===== config.mk =====
export PLATFORM = sky130hd
export DESIGN_NAME = alpha_instruction_decoder_top
export DESIGN_NICKNAME = d
export VERILOG_FILES = /design/src/hdl/aid_pkg.sv /design/src/hdl/alpha_instruction_decoder_top.sv /design/src/hdl/aid_match.sv
export VERILOG_INCLUDE_DIRS = /design/src /design/src/hdl
export SDC_FILE = /design/constraint.sdc
export NUM_CORES = 1
export LEC_CHECK = 0
export BUFFER_PORTS_ARGS = -buffer_cell sky130_fd_sc_hd__buf_2
export CORE_UTILIZATION = 58
export CTS_CLUSTER_DIAMETER = 100
export DETAILED_ROUTE_END_ITERATION = 16
export PLACE_DENSITY = 0.79
export SETUP_SLACK_MARGIN = 0.02
export SYNTH_ARGS = -nofsm -noshare
export SYNTH_HDL_FRONTEND = slang
export SYNTH_SLANG_ARGS = --single-unit

===== constraint.sdc =====
create_clock -name clk -period 4.05 [get_ports clk]
set_clock_uncertainty 0.05 [all_clocks]
set_input_delay 0.405 -clock clk [delete_from_list [all_inputs] [get_ports clk]]
set_output_delay 0.405 -clock clk [all_outputs]
set_load 0.02 [all_outputs]

===== src/hdl/alpha_instruction_decoder_top_defines.svh =====
// assertion macros used by the decoder top
`ifndef ALPHA_INSTRUCTION_DECODER_TOP_DEFINES_SVH
`define ALPHA_INSTRUCTION_DECODER_TOP_DEFINES_SVH

// condition that must hold at every clock edge out of reset
`define AID_ASSERT_NOW(lbl, cond, msg) \
  lbl: assert property (@(posedge clk) disable iff (!rst_n) (cond)) else $error(msg);

// condition that must hold in the cycle after the trigger
`define AID_ASSERT_NEXT(lbl, trig, cond, msg) \
  lbl: assert property (@(posedge clk) disable iff (!rst_n) (trig) |=> (cond)) else $error(msg);

`endif


===== src/hdl/aid_pkg.sv =====
`default_nettype none
package aid_pkg;

  // instruction classes
  localparam logic [2:0] KIND_UNDEF  = 3'd0;
  localparam logic [2:0] KIND_JUMP   = 3'd1;
  localparam logic [2:0] KIND_MEM    = 3'd2;
  localparam logic [2:0] KIND_BRANCH = 3'd3;
  localparam logic [2:0] KIND_INT    = 3'd4;
  localparam logic [2:0] KIND_FP     = 3'd5;

  // mnemonic numbers
  localparam logic [7:0] MN_UNDEF     = 8'd0;
  localparam logic [7:0] MN_JMP       = 8'd1;
  localparam logic [7:0] MN_TRAPB     = 8'd5;
  localparam logic [7:0] MN_NOP       = 8'd6;
  localparam logic [7:0] MN_CLR       = 8'd7;
  localparam logic [7:0] MN_MOV       = 8'd8;
  localparam logic [7:0] MN_FNOP      = 8'd9;
  localparam logic [7:0] MN_FMOV      = 8'd10;
  localparam logic [7:0] MN_FP_UNKN   = 8'd11;
  localparam logic [7:0] MN_PRIM_BASE = 8'd16;
  localparam logic [7:0] MN_TBL_BASE  = 8'd80;

  // opcodes and functions used by the alias rules
  localparam logic [5:0]  OP_MISC  = 6'h18;
  localparam logic [5:0]  OP_INTL  = 6'h11;
  localparam logic [5:0]  OP_FLTL  = 6'h17;
  localparam logic [6:0]  FN_BIS   = 7'h20;
  localparam logic [10:0] FN_CPYS  = 11'h020;
  localparam logic [4:0]  REG_ZERO = 5'd31;

  // class of each primary opcode
  localparam logic [2:0] CLASS_MAP [64] = '{
    KIND_UNDEF, KIND_UNDEF, KIND_UNDEF, KIND_UNDEF,
    KIND_UNDEF, KIND_UNDEF, KIND_UNDEF, KIND_UNDEF,
    KIND_MEM, KIND_MEM, KIND_MEM, KIND_MEM,
    KIND_MEM, KIND_MEM, KIND_MEM, KIND_MEM,
    KIND_INT, KIND_INT, KIND_INT, KIND_INT,
    KIND_UNDEF, KIND_UNDEF, KIND_FP, KIND_FP,
    KIND_MEM, KIND_UNDEF, KIND_JUMP, KIND_UNDEF,
    KIND_INT, KIND_UNDEF, KIND_UNDEF, KIND_UNDEF,
    KIND_MEM, KIND_MEM, KIND_MEM, KIND_MEM,
    KIND_MEM, KIND_MEM, KIND_MEM, KIND_MEM,
    KIND_MEM, KIND_MEM, KIND_MEM, KIND_MEM,
    KIND_MEM, KIND_MEM, KIND_MEM, KIND_MEM,
    KIND_BRANCH, KIND_BRANCH, KIND_BRANCH, KIND_BRANCH,
    KIND_BRANCH, KIND_BRANCH, KIND_BRANCH, KIND_BRANCH,
    KIND_BRANCH, KIND_BRANCH, KIND_BRANCH, KIND_BRANCH,
    KIND_BRANCH, KIND_BRANCH, KIND_BRANCH, KIND_BRANCH
  };

  // operate table, each entry is {opcode, function}
  localparam int TBL_LEN   = 103;
  localparam int TBL_IDX_W = $clog2(TBL_LEN);

  localparam logic [16:0] OPER_TBL [TBL_LEN] = '{
    {6'h10, 11'h000}, {6'h10, 11'h040}, {6'h10, 11'h020}, {6'h10, 11'h060},
    {6'h10, 11'h009}, {6'h10, 11'h049}, {6'h10, 11'h029}, {6'h10, 11'h069},
    {6'h10, 11'h02d}, {6'h10, 11'h04d}, {6'h10, 11'h06d}, {6'h10, 11'h01d},
    {6'h10, 11'h03d}, {6'h10, 11'h00f}, {6'h10, 11'h002}, {6'h10, 11'h00b},
    {6'h10, 11'h022}, {6'h10, 11'h02b}, {6'h10, 11'h012}, {6'h10, 11'h01b},
    {6'h10, 11'h032}, {6'h10, 11'h03b},
    {6'h11, 11'h000}, {6'h11, 11'h020}, {6'h11, 11'h040}, {6'h11, 11'h008},
    {6'h11, 11'h028}, {6'h11, 11'h048}, {6'h11, 11'h024}, {6'h11, 11'h044},
    {6'h11, 11'h064}, {6'h11, 11'h026}, {6'h11, 11'h046}, {6'h11, 11'h066},
    {6'h11, 11'h014}, {6'h11, 11'h016},
    {6'h12, 11'h039}, {6'h12, 11'h03c}, {6'h12, 11'h034}, {6'h12, 11'h030},
    {6'h12, 11'h031}, {6'h12, 11'h006}, {6'h12, 11'h016}, {6'h12, 11'h026},
    {6'h12, 11'h036}, {6'h12, 11'h05a}, {6'h12, 11'h06a}, {6'h12, 11'h07a},
    {6'h12, 11'h00b}, {6'h12, 11'h01b}, {6'h12, 11'h02b}, {6'h12, 11'h03b},
    {6'h12, 11'h057}, {6'h12, 11'h067}, {6'h12, 11'h077}, {6'h12, 11'h002},
    {6'h12, 11'h012}, {6'h12, 11'h022}, {6'h12, 11'h032}, {6'h12, 11'h052},
    {6'h12, 11'h062}, {6'h12, 11'h072},
    {6'h13, 11'h000}, {6'h13, 11'h020}, {6'h13, 11'h040}, {6'h13, 11'h060},
    {6'h13, 11'h030},
    {6'h16, 11'h080}, {6'h16, 11'h0a0}, {6'h16, 11'h081}, {6'h16, 11'h0a1},
    {6'h16, 11'h082}, {6'h16, 11'h0a2}, {6'h16, 11'h083}, {6'h16, 11'h0a3},
    {6'h16, 11'h580}, {6'h16, 11'h5a0}, {6'h16, 11'h581}, {6'h16, 11'h5a1},
    {6'h16, 11'h582}, {6'h16, 11'h5a2}, {6'h16, 11'h583}, {6'h16, 11'h5a3},
    {6'h16, 11'h0ac}, {6'h16, 11'h0bc}, {6'h16, 11'h0be}, {6'h16, 11'h0af},
    {6'h16, 11'h02f}, {6'h16, 11'h5ac}, {6'h16, 11'h5af}, {6'h16, 11'h52f},
    {6'h16, 11'h0a4}, {6'h16, 11'h0a5}, {6'h16, 11'h0a6}, {6'h16, 11'h0a7},
    {6'h16, 11'h5a4}, {6'h16, 11'h5a5}, {6'h16, 11'h5a6}, {6'h16, 11'h5a7},
    {6'h17, 11'h020}, {6'h17, 11'h021},
    {6'h1c, 11'h000}, {6'h1c, 11'h001}
  };

  // result of a table search
  typedef struct packed {
    logic                 hit;
    logic [TBL_IDX_W-1:0] idx;
  } match_t;

endpackage
`default_nettype wire


===== src/hdl/alpha_instruction_decoder_top.sv =====
// throughput: one instruction word per cycle while out_ready is not held low, through three register stages
// stage 1 captures the word, stage 2 holds the class, alias mnemonic and branch target,
// stage 3 holds the operate table match and the final field selection
// reset: synchronous active-low rst_n clears the three stage valid bits only
`default_nettype none
`include "alpha_instruction_decoder_top_defines.svh"
module alpha_instruction_decoder_top (
  input  wire logic               clk,
  input  wire logic               rst_n,
  input  wire logic               in_valid,
  output      logic               in_ready,
  input  wire logic [31:0]        in_instr_word,
  input  wire logic [31:0]        in_position,
  output      logic               out_valid,
  input  wire logic               out_ready,
  output      logic [2:0]         out_kind,
  output      logic [7:0]         out_mnemonic,
  output      logic [4:0]         out_reg_a,
  output      logic [4:0]         out_reg_b,
  output      logic [4:0]         out_reg_c,
  output      logic               out_uses_literal,
  output      logic [7:0]         out_literal,
  output      logic [10:0]        out_func_code,
  output      logic signed [15:0] out_displacement,
  output      logic [31:0]        out_branch_target
);
  import aid_pkg::*;

  // stage enables, a stage loads when empty or when its word moves on
  logic v1_r, v2_r, v3_r;
  logic en1, en2, en3;

  assign en3      = !v3_r || out_ready;
  assign en2      = !v2_r || en3;
  assign en1      = !v1_r || en2;
  assign in_ready = en1;

  // stage 1: capture the raw word
  logic [31:0] w1_r, pos1_r;

  always_ff @(posedge clk) begin
    if (!rst_n) begin
      v1_r <= 1'b0;
    end else if (en1) begin
      v1_r <= in_valid;
    end
  end

  always_ff @(posedge clk) begin
    if (en1) begin
      w1_r   <= in_instr_word;
      pos1_r <= in_position;
    end
  end

  // stage 1 to 2: classify, alias rules, table key, branch target
  logic [5:0]  op1;
  logic [4:0]  ra1, rb1, rc1;
  logic [2:0]  kind1;
  logic [10:0] key1;
  logic [7:0]  pre_mn1, miss_mn1;
  logic        use_tbl1;
  logic [31:0] tgt1;

  assign op1   = w1_r[31:26];
  assign ra1   = w1_r[25:21];
  assign rb1   = w1_r[20:16];
  assign rc1   = w1_r[4:0];
  assign kind1 = CLASS_MAP[op1];
  assign key1  = (kind1 == KIND_FP) ? w1_r[15:5] : {4'b0000, w1_r[11:5]};
  assign tgt1  = pos1_r + 32'd4 + {{9{w1_r[20]}}, w1_r[20:0], 2'b00};

  always_comb begin
    pre_mn1  = MN_UNDEF;
    miss_mn1 = MN_UNDEF;
    use_tbl1 = 1'b0;
    unique case (kind1)
      KIND_JUMP: begin
        pre_mn1 = MN_JMP + {6'b000000, w1_r[15:14]};
      end
      KIND_MEM: begin
        if (op1 == OP_MISC && ra1 == 5'd0 && rb1 == 5'd0 && w1_r[15:0] == 16'd0) begin
          pre_mn1 = MN_TRAPB;
        end else begin
          pre_mn1 = MN_PRIM_BASE + {2'b00, op1};
        end
      end
      KIND_BRANCH: begin
        pre_mn1 = MN_PRIM_BASE + {2'b00, op1};
      end
      KIND_FP: begin
        miss_mn1 = MN_FP_UNKN;
        if (op1 == OP_FLTL && w1_r[15:5] == FN_CPYS && ra1 == rb1) begin
          pre_mn1 = (ra1 == REG_ZERO && rc1 == REG_ZERO) ? MN_FNOP : MN_FMOV;
        end else begin
          use_tbl1 = 1'b1;
        end
      end
      KIND_INT: begin
        if (op1 == OP_INTL && w1_r[11:5] == FN_BIS && ra1 == rb1 && !w1_r[12]) begin
          priority if (ra1 == REG_ZERO && rc1 == REG_ZERO) begin
            pre_mn1 = MN_NOP;
          end else if (ra1 == REG_ZERO) begin
            pre_mn1 = MN_CLR;
          end else begin
            pre_mn1 = MN_MOV;
          end
        end else begin
          use_tbl1 = 1'b1;
        end
      end
      default: begin
        pre_mn1 = MN_UNDEF;
      end
    endcase
  end

  // stage 2 registers
  logic [31:0] w2_r, tgt2_r;
  logic [2:0]  kind2_r;
  logic [10:0] key2_r;
  logic [7:0]  pre_mn2_r, miss_mn2_r;
  logic        use_tbl2_r;

  always_ff @(posedge clk) begin
    if (!rst_n) begin
      v2_r <= 1'b0;
    end else if (en2) begin
      v2_r <= v1_r;
    end
  end

  always_ff @(posedge clk) begin
    if (en2) begin
      w2_r       <= w1_r;
      tgt2_r     <= tgt1;
      kind2_r    <= kind1;
      key2_r     <= key1;
      pre_mn2_r  <= pre_mn1;
      miss_mn2_r <= miss_mn1;
      use_tbl2_r <= use_tbl1;
    end
  end

  // stage 2 to 3: operate table search and field selection
  match_t m2;

  aid_match u_match (
    .op  (w2_r[31:26]),
    .fn  (key2_r),
    .res (m2)
  );

  logic [7:0]  mn_nxt;
  logic [4:0]  rb_nxt, rc_nxt;
  logic        ls_nxt;
  logic [7:0]  lit_nxt;
  logic [10:0] fn_nxt;
  logic [15:0] disp_nxt;
  logic [31:0] tgt_nxt;

  always_comb begin
    if (use_tbl2_r) begin
      mn_nxt = m2.hit ? (MN_TBL_BASE + {1'b0, m2.idx}) : miss_mn2_r;
    end else begin
      mn_nxt = pre_mn2_r;
    end
  end

  always_comb begin
    rb_nxt   = 5'd0;
    rc_nxt   = 5'd0;
    ls_nxt   = 1'b0;
    lit_nxt  = 8'd0;
    fn_nxt   = 11'd0;
    disp_nxt = 16'd0;
    tgt_nxt  = 32'd0;
    unique case (kind2_r)
      KIND_JUMP: begin
        rb_nxt = w2_r[20:16];
      end
      KIND_MEM: begin
        rb_nxt   = w2_r[20:16];
        disp_nxt = w2_r[15:0];
      end
      KIND_BRANCH: begin
        tgt_nxt = tgt2_r;
      end
      KIND_FP: begin
        rb_nxt = w2_r[20:16];
        rc_nxt = w2_r[4:0];
        fn_nxt = w2_r[15:5];
      end
      default: begin
        // integer operate and undefined opcodes
        rc_nxt = w2_r[4:0];
        ls_nxt = w2_r[12];
        fn_nxt = {4'b0000, w2_r[11:5]};
        if (w2_r[12]) begin
          lit_nxt = w2_r[20:13];
        end else begin
          rb_nxt = w2_r[20:16];
        end
      end
    endcase
  end

  // stage 3: output register
  always_ff @(posedge clk) begin
    if (!rst_n) begin
      v3_r <= 1'b0;
    end else if (en3) begin
      v3_r <= v2_r;
    end
  end

  always_ff @(posedge clk) begin
    if (en3) begin
      out_kind          <= kind2_r;
      out_mnemonic      <= mn_nxt;
      out_reg_a         <= w2_r[25:21];
      out_reg_b         <= rb_nxt;
      out_reg_c         <= rc_nxt;
      out_uses_literal  <= ls_nxt;
      out_literal       <= lit_nxt;
      out_func_code     <= fn_nxt;
      out_displacement  <= disp_nxt;
      out_branch_target <= tgt_nxt;
    end
  end

  assign out_valid = v3_r;

  // per-kind properties of the output word
  logic chk_fp_named, chk_undef_mn, chk_branch_fields;

  assign chk_fp_named      = !(out_valid && out_kind == KIND_FP) || out_mnemonic != MN_UNDEF;
  assign chk_undef_mn      = !(out_valid && out_kind == KIND_UNDEF) || out_mnemonic == MN_UNDEF;
  assign chk_branch_fields = !(out_valid && out_kind == KIND_BRANCH) ||
                             (out_displacement == 16'sd0 && out_reg_b == 5'd0);

  // checks on the decode and the stage handshake
  `AID_ASSERT_NOW(a_fp_named, chk_fp_named, "floating word without mnemonic")
  `AID_ASSERT_NOW(a_undef_mn, chk_undef_mn, "undefined opcode got a mnemonic")
  `AID_ASSERT_NOW(a_branch_fields, chk_branch_fields, "branch carries memory fields")
  `AID_ASSERT_NEXT(a_s1_hold, v1_r && !en2, v1_r && $stable(w1_r), "stage 1 word lost")
  `AID_ASSERT_NEXT(a_s2_hold, v2_r && !en3, v2_r && $stable(w2_r), "stage 2 word lost")

endmodule
`default_nettype wire


===== src/hdl/aid_match.sv =====
`default_nettype none
module aid_match (
  input  wire logic [5:0]      op,
  input  wire logic [10:0]     fn,
  output aid_pkg::match_t      res
);
  import aid_pkg::*;

  // parallel compare of every entry, lowest index wins
  always_comb begin
    res.hit = 1'b0;
    res.idx = '0;
    for (int i = TBL_LEN - 1; i >= 0; i--) begin
      if (OPER_TBL[i] == {op, fn}) begin
        res.hit = 1'b1;
        res.idx = TBL_IDX_W'(i);
      end
    end
  end

endmodule
`default_nettype wire


# == Word-level counts from Yosys, hierarchy flattened ==
# Memories as Yosys holds them, arrays and structs flattened.
# Index checks and enable logic that the tools add are counted.
# classes
n_shift,0
n_reduce_logical,23
mul,0
add_sub_neg,5
n_eq_ne,120
bitwise,2
order_cmp,1
n_mux,121
n_div,0
# ops
op,n
"16-bit by 17-bit == test with 1-bit output, first input constant",103
8-bit two-way mux,105
7-bit one-hot mux with 5 select lines,1
"32-bit by 3-bit adder with 32-bit output, second input constant",1
32-bit adder,1
11-bit one-hot mux with 2 select lines,1
4-bit two-way mux,5
"6-bit by 5-bit == test with 1-bit output, second input constant",3
16-bit zero test,1
"3-bit by 2-bit == test with 1-bit output, second input constant",4
"11-bit by 6-bit == test with 1-bit output, second input constant",1
"5-bit == test, second input constant",2
5-bit zero test,2
5-bit one-hot mux with 2 select lines,1
"3-bit == test, second input constant",3
1-bit logical AND,9
"7-bit by 7-bit adder with 8-bit output, first input constant",1
"5-bit by 6-bit adder with 7-bit output, first input constant",1
"7-bit by 6-bit == test with 1-bit output, second input constant",1
"7-bit >= comparator, second input constant",1
7-bit two-way mux,1
6-bit NOT with 7-bit output,1
"3-bit by 1-bit == test with 1-bit output, second input constant",2
3-bit two-way mux,2
other kinds (12),19
# word_totals
out_inout_bits,96
ff_bits,256
latchBits,0
memories,1
ramBits,0
rom_bits,192
# mem_list
name,depth,width,rd,rd_ports_with_merged_regs,write_ports,line,text
(name not given),64,3,1,0,0,alpha_instruction_decoder_top.sv:69,assign kind1 = CLASS_MAP[op1];

# == Logic depth before layout (Yosys ltp) ==
# Gate-level depths: netlist (run 1).
# depth
depth_word,107
mapped_depth,13
ltp_nobuf,13

# == Modules after synthesis ==
# A second synthesis (run 1) with hierarchy kept.
# unflattened
cells_unflattened,1004
hier_area_um2,12460.7
# modules_own_cells
mod,area_per_inst_um2,instances,cells_each,seq_area_each_um2
alpha_instruction_decoder_top,10437.5,1,704,7206.9
aid_match,2023.2,1,300,0.0

# == Worst setup path before layout (run 1) ==
# OpenSTA, ideal clock, no wires.
# synth_timing
kind,register to register
startpoint,"register v3_r, in the netlist out_valid"
endpoint,register pos1_r[0] (enable)
t_required_ns,3.086
path_stages_with_launch,3
n_path_buf,0
path_slack_ns,0.741
t_arrival_ns,2.344
path_cell_list,dfxtp_1 -> nor2b_1 -> nand3_1
# synth_via
elab_chain_cells,4
# synth_lines
element,line,text
start: declaration,alpha_instruction_decoder_top.sv:30,"logic v1_r, v2_r, v3_r;"
start signal: assignment,alpha_instruction_decoder_top.sv:213,v3_r <= v2_r;
1-bit zero test,alpha_instruction_decoder_top.sv:33,assign en3 = !v3_r || out_ready;
1-bit logical OR,alpha_instruction_decoder_top.sv:33,
1-bit logical OR,alpha_instruction_decoder_top.sv:34,assign en2 = !v2_r || en3;
1-bit logical OR,alpha_instruction_decoder_top.sv:35,assign en1 = !v1_r || en2;
via in_ready,alpha_instruction_decoder_top.sv:11,"output logic in_ready,"
end signal: assignment,alpha_instruction_decoder_top.sv:52,pos1_r <= in_position;
end: declaration,alpha_instruction_decoder_top.sv:39,"logic [31:0] w1_r, pos1_r;"
# The timed path passes the listed nets, and every way through them passes these cells.
# A chain may end at the register's enable or synchronous reset.

# == Worst setup path after layout (run 1) ==
# layout_timing
startpoint,register w1_r[1]
endpoint,"register tgt2_r[27], data pin"
# layout_via
elab_chain_cells,1
# layout_lines
element,line,text
start: declaration,alpha_instruction_decoder_top.sv:39,
start signal: assignment,alpha_instruction_decoder_top.sv:51,w1_r <= in_instr_word;
32-bit adder,alpha_instruction_decoder_top.sv:71,"assign tgt1 = pos1_r + 32'd4 + {{9{w1_r[20]}}, w1_r[20:0], 2'b00};"
via tgt1[27],alpha_instruction_decoder_top.sv:63,logic [31:0] tgt1;
end signal: assignment,alpha_instruction_decoder_top.sv:136,tgt2_r <= tgt1;
end: declaration,alpha_instruction_decoder_top.sv:119,"logic [31:0] w2_r, tgt2_r;"
# The timed path passes the listed nets, and every way through them passes these cells.

==> run_results.csv, run 1 <==
group,metric,value,unit
global_route,grt_use_met3,5.925,%
finish,num_antenna_cells,0,
clock_network,clockBufferDepth,3,
outcome,status,"finished clean",
pwr,pwr-share-seq,49.2,%
pwr,power.leakage,6.050,nW
detailed_routing,drcViolationCount,0,
sta,maxSlewViolCount,0,
die,rows,52,
placement,routabilityCongestion,1.011,
sta,hold_violations,0,
detailed_routing,totalWireLength,35.21,mm
global_route,grt_pass1_vias,9434,
yosys,synth-seq-area-share,60.19,%
die,start_util,59.17,%
yosys,synth_edf_count,238,
detailed_routing,wl_per_cell,23.53,µm
yosys,ys.flop_type,"edfxtp_1",
placement,pre_cts_slack,0.3126,ns
clock_network,numClockSinks,241,
die,dieArea,21220,µm²
die,ios,164,
clock_network,ctsResizeCount,0,
global_route,top_usage_layer,"met2",
yosys,ys_ff_latch,241,
finish,seqCellArea,7207,µm²
finish,final_common_cell,"edfxtp_1",
detailed_routing,dr.pass1.iters,6,
clock_network,cts_tree,"yes",
finish,layout_common_cells,"238 x edfxtp_1, 163 x buf_2, 85 x and2_1, 62 x ha_1, 61 x nor2_1",
die,fp.dieW,145.7,µm
detailed_routing,first_iter_violations,1020,
sta,period_share,95.20,%
sta,clock.fmax,0.2594,GHz
placement,dp.cells,1396,
die,design.core.area,20230,µm²
global_route,track_usage,33.12,%
sta,maxSlewHeadroom,20.00,%
detailed_routing,routed_via_density,6.258,
die,fp.dieH,145.7,µm
yosys,ys_types,85,
setup_path,worst_ep_required_time,4.28,ns
global_route,met2_usage,56.65,%
global_route,antenna_found_initial,0,
yosys,ys_async_sr_fraction,0,%
placement,hpwl,23.57,mm
setup_path,worstPathArrival,4.09,ns
finish,fin_cells,1496,
pwr,switching_share,25.97,%
clock_network,cts-root-buf,"clkbuf_16",
finish,syn_to_final_growth,22.22,%
detailed_routing,vias,9362,
global_route,grt_use_met1,42.11,%
yosys,synth_top_area_share,59.69,%
clock_network,cts.reportedPaths.clkPinSlew,0.07,ns
pwr,power.internal,4.697,mW
yosys,synth_largest_area_cell,"edfxtp_1",
sta,fin_ws,0.1943,ns
yosys,synthCells,967,
sta,tightest_slew,1.200,ns
global_route,grt_pass1_wl,53.54,mm
finish,multi_input_area,4501,µm²
pwr,p_clk_share,36.8,%
yosys,yosysWarnings,0,
sta,rsz0062_at_grt,"no",
finish,drive_above_1_share,21.29,%
yosys,yosys-top-cells-area,"edfxtp_1 60%, ha_1 6.5%, and2_1 4.4%",
worst_hold_path,hold_class,"primary input to flop",
yosys,syn_area_per_cell,12.38,µm²
job,drv_cap,0,
global_route,grt_overflow,0,
setup_path,cp-start-kind,"flop",
pwr,irDropWorstVdd,0.0004190,V
setup_path,path_max_fanout,4,
pwr,pwr_density_cell,433.6,nW/µm²
detailed_routing,drtAntennaViolNets,0,
setup_path,cp-end-kind,"flop",
pwr,p_comb_share,14.0,%
clock_network,cts_max_level,1,
placement,port_buffers,163,
setup_path,crit_type,"flop to flop",
sta,finalSetupViolCount,0,
finish,nNetsFinal,1338,
clock_network,clk_latency,0.54,ns
pwr,switching_power,1.648,mW
clock_network,numCtsBuffers,25,
yosys,synthesis.area,11970,µm²
finish,fillers,1275,
pwr,power.total,6.344,mW
global_route,grt_max_degree,95,
sta,tns,0,ns
yosys,synth_nets,1098,
sta,period_minus_slack,3.856,ns
==> path summary, 6_finish.rpt <==
kind                                startpoint      endpoint  slack (ns)  cells past startpoint
worst min-delay path            in_position[7]     pos1_r[7]        0.01                      1
worst max register to register         w1_r[1]    tgt2_r[27]        0.19                     11
worst min register to register        w2_r[24]  out_reg_a[3]        0.37                      0
worst max-delay path                   w1_r[1]    tgt2_r[27]        0.19                     11
==> power by group through the flow <==
stage,combinational (mW),clock (mW),sequential (mW)
CTS,0.846,2.33,3.12
global placement,0.781,0,3.16
global route,0.945,2.43,3.14
finish,0.887,2.33,3.12
detailed placement,0.794,0,3.17
floorplan,0.439,0,3.22
==> logic make-up (layout without fill, tap and decap cells) <==
group           count (synthesis)  count (layout)  share of synthesized area, %
compound gates                179             179                         10.10
xor+xnor                       32              32                         2.341
fa+ha+maj                      64              64                         6.730
buf+inv                        69             328                         2.383
flops                         241             241                         60.19
mux                             6               6                        0.5121
simple gates                  376             376                         17.74
==> synth_stat cells, types with 4 or more instances <==
cell and count:
a211oi_1 9, a21o_1 5, a21oi_1 45, a311oi_1 4
a31oi_1 9, and2_1 85, and3_1 8, buf_1 5
buf_2 9, clkbuf_1 19, edfxtp_1 238, ha_1 62
inv_1 31, mux2i_1 5, nand2_1 55, nand2b_1 7
nand3_1 27, nand4_1 14, nor2_1 61, nor2b_1 7
nor3_1 35, nor4_1 22, nor4b_1 4, o211ai_1 8
o21a_1 9, o21ai_0 29, o22ai_1 10, o31ai_1 6
or2_2 7, or3_1 11, or4_1 4, xnor2_1 24
xor2_1 8
==> stage by stage <==
stage,area [µm²],hold WS (ns),utilization (%)
3_3_place_gp,13250,0.3518,65.50
4_1_cts,14630,0.0003191,72.32
5_1_grt,14630,0.0008668,72.32
3_5_place_dp,13250,0.3545,65.50
6_report,14630,0.01147,72.32
2_1_floorplan,11970,0.3503,-
==> cell type report <==
class                      instances  share of cell area, %
clock inverter                    20                  1.437
tap                              270                  2.309
sequential                       241                  49.25
timing repair buffer             249                  11.08
clock buffer                      26                  4.301
multi-input combinational        657                  30.76
inverter                          33                 0.8636
==> metal layers <==
| metal | up-vias | part of all wire [%] |
|---|---|---|
| met5 | - | 0 |
| met4 | 0 | 3.8 |
| met3 | 103 | 9.4 |
| met2 | 659 | 49 |
| met1 | 4415 | 37 |
| li1 | 4185 | - |
==> flip-flops by register name, indices dropped and copies added, names as in the netlist, 3 cells and up <==
signal	count
out_branch_target	32
pos1_r	32
tgt2_r	32
w1_r	32
w2_r	32
out_displacement	16
out_func_code	11
out_literal	8
out_mnemonic	8
pre_mn2_r	7
out_reg_a	5
out_reg_b	5
out_reg_c	5
key2_r	4
kind2_r	3
out_kind	3
==> timing repair <==
| item | 4_1_cts | 5_1_grt |
|---|---|---|
| hold endpoints to repair | 54 | 0 |
| hold buffers | 54 | 0 |
| setup buffers | 0 | 0 |
==> critical path, stage by stage, from the launching register on <==
cell      delay, ns
edfxtp_1       0.46
ha_1           0.34
ha_1           0.23
fa_1           0.49
a211o_1        0.32
a21oi_1        0.33
o211ai_1       0.20
nand3_1        0.19
nand2_1        0.10
o41ai_1        0.51
mux2i_1        0.29
nand3_1        0.11
Power figures use the tool's default switching activity.
==> run 2: changes to the inputs <==
--- a/config.mk
+++ b/config.mk
@@ -7,10 +7,10 @@
 export NUM_CORES = 1
 export LEC_CHECK = 0
 export BUFFER_PORTS_ARGS = -buffer_cell sky130_fd_sc_hd__buf_2
-export CORE_UTILIZATION = 58
+export CORE_UTILIZATION = 52
 export CTS_CLUSTER_DIAMETER = 100
 export DETAILED_ROUTE_END_ITERATION = 16
-export PLACE_DENSITY = 0.79
+export PLACE_DENSITY = 0.75
 export SETUP_SLACK_MARGIN = 0.02
 export SYNTH_ARGS = -nofsm -noshare
 export SYNTH_HDL_FRONTEND = slang
==> constraint.sdc (replaced) <==
create_clock -name clk -period 3.4 [get_ports clk]
set_clock_uncertainty 0.05 [all_clocks]
set_input_delay 0.34 -clock clk [delete_from_list [all_inputs] [get_ports clk]]
set_output_delay 0.34 -clock clk [all_outputs]
set_load 0.02 [all_outputs]
==> run 2 against run 1 <==
Worst hold slack better by 0.22 ns. Sequential power grew 18%. First-iteration DRC count down 25%. Clock-buffer cell count increased by 8. Global-route usage down 2.6 points. Sequential cell count did not move. Worst setup slack got worse by 0.12 ns. Clock power is 15% higher. Sequential share of layout area shrank 3.0 points. Maximum frequency rose by 16%. Combinational power grew 30%. Critical endpoint unchanged. Largest cell class unchanged. Largest power group unchanged.
==> run_results.csv, run 2 (synthesis results as in run 1) <==
group,metric,value,unit
sta,maxSlewViolCount,0,
placement,routabilityCongestion,0.9279,
die,start_util,52.88,%
placement,pre_cts_slack,-0.1222,ns
detailed_routing,totalWireLength,35.96,mm
job,drv_cap,0,
detailed_routing,top_layer,"met4",
detailed_routing,routedLengthMet1,14.43,mm
die,ios,164,
die,fp.dieH,153.7,µm
setup_path,rrSetupSlack,0.08,ns
setup_path,worst_ep_required_time,3.62,ns
clock_network,cts.reportedPaths.clkPinSlew,0.06,ns
sta,holdWs,0.2306,ns
placement,dp.cells,1509,
detailed_routing,first_iter_violations,768,
sta,rsz0062_at_grt,"yes",
clock_network,cts-root-buf,"clkbuf_16",
sta,maxSlewHeadroom,19.56,%
clock_network,cts_max_level,1,
clock_network,clk_latency,0.53,ns
clock_network,numClockSinks,241,
placement,hpwl,25.41,mm
sta,hold_violations,0,
worst_hold_path,hold_class,"primary input to flop",
pwr,pwr_density_cell,482.9,nW/µm²
detailed_routing,routed_via_density,5.821,
pwr,irDropWorstVdd,0.0005881,V
die,dieArea,23640,µm²
finish,final_common_cell,"edfxtp_1",
global_route,grt_overflow,0,
detailed_routing,wl_per_cell,22.02,µm
die,design.core.area,22640,µm²
finish,layout_common_cells,"238 x edfxtp_1, 163 x buf_2, 135 x buf_4, 85 x and2_1, 66 x dlygate4sd3_1",
global_route,grt_pass1_wl,54.40,mm
pwr,power.leakage,6.611,nW
clock_network,numCtsBuffers,26,
sta,finalSetupViolCount,0,
finish,fin_cells,1633,
sta,period_minus_slack,3.321,ns
global_route,antenna_found_initial,2,
finish,fin_area,15590,µm²
sta,tightest_slew,1.207,ns
finish,drive_above_1_share,27.71,%
global_route,grt_max_degree,95,
detailed_routing,vias,9506,
die,rows,55,
sta,fin_ws,0.07918,ns
sta,clock.fmax,0.3011,GHz
finish,syn_to_final_growth,30.18,%
detailed_routing,drtAntennaViolNets,0,
setup_path,worstPathArrival,3.55,ns
global_route,grt_pass1_vias,9562,
sta,period_share,97.67,%
finish,multi_input_area,4538,µm²
placement,post_dp_cell_area,14020,µm²
setup_path,crit_type,"flop to flop",
die,fp.dieW,153.7,µm
finish,fillers,1612,
outcome,status,"finished clean",
global_route,track_usage,30.49,%
setup_path,cp-start-kind,"flop",
detailed_routing,route.met3.wl,2.590,mm
finish,seqCellArea,7207,µm²
setup_path,cp-end-kind,"flop",
finish,fin_util,68.84,%
detailed_routing,wl_met2,17.49,mm
detailed_routing,dr.pass1.iters,7,
finish,nNetsFinal,1457,
setup_path,path_max_fanout,5,
placement,port_buffers,163,
clock_network,clockBufferDepth,3,
clock_network,cts_tree,"yes",
detailed_routing,drcViolationCount,0,
run 2: layout make-up:
| type | instances | area share [%] |
|---|---|---|
| clock inverter | 14 | 0.6502 |
| timing repair buffer | 367 | 16.36 |
| clock buffer | 34 | 4.503 |
| sequential | 241 | 46.24 |
| antenna | 2 | 0.03211 |
| multi-input combinational | 657 | 29.12 |
| inverter | 33 | 0.8108 |
| tap | 285 | 2.288 |
run 2: timing repair:
| item | CTS | global route |
|---|---|---|
| gates cloned | 0 | 0 |
| resized for setup | 4 | 6 |
| setup endpoints to repair | 1 | 11 |
| hold buffers | 66 | 0 |
| endpoints found under the hold margin | 67 | 0 |
| setup buffers | 6 | 2 |
| pin swaps | 6 | 4 |
run 2: per-layer routing:
layer	track usage [%]	vias up
li1	-	4429
met1	38.08	4527
met2	52.77	454
met3	5.101	96
met4	12.33	0
met5	0	-
run 2: through the flow:
step | TNS [ns] | total power, mW
4_1_cts | 0 | 7.498
5_1_grt | 0 | 7.763
3_3_place_gp | 0 | 4.760
6_report | 0 | 7.527
3_5_place_dp | -0.1222 | 4.778
2_1_floorplan | 0 | 4.357
run 2: final timing paths:
path,from,to,depth (start not counted)
max,w1_r[3],tgt2_r[27],12
min,out_ready,out_valid,3
max reg2reg,w1_r[3],tgt2_r[27],12
min reg2reg,w2_r[22],out_reg_a[1],0
run 2: power by group:
group          switching (mW)  leakage (nW)  internal [mW]
logic                   0.660          3.56          0.495
clock network            1.15         0.393           1.53
registers               0.121          2.66           3.57
run 2: worst max-delay path: stages (launching register included):
cell and delay [ns]:
edfxtp_1 0.46, ha_1 0.35, ha_1 0.36, a211o_1 0.37
a21oi_2 0.16, buf_4 0.15, o211ai_1 0.14, nand3_2 0.15
nand2_1 0.10, o41ai_2 0.31, buf_4 0.19, mux2i_1 0.18
nand3_1 0.08
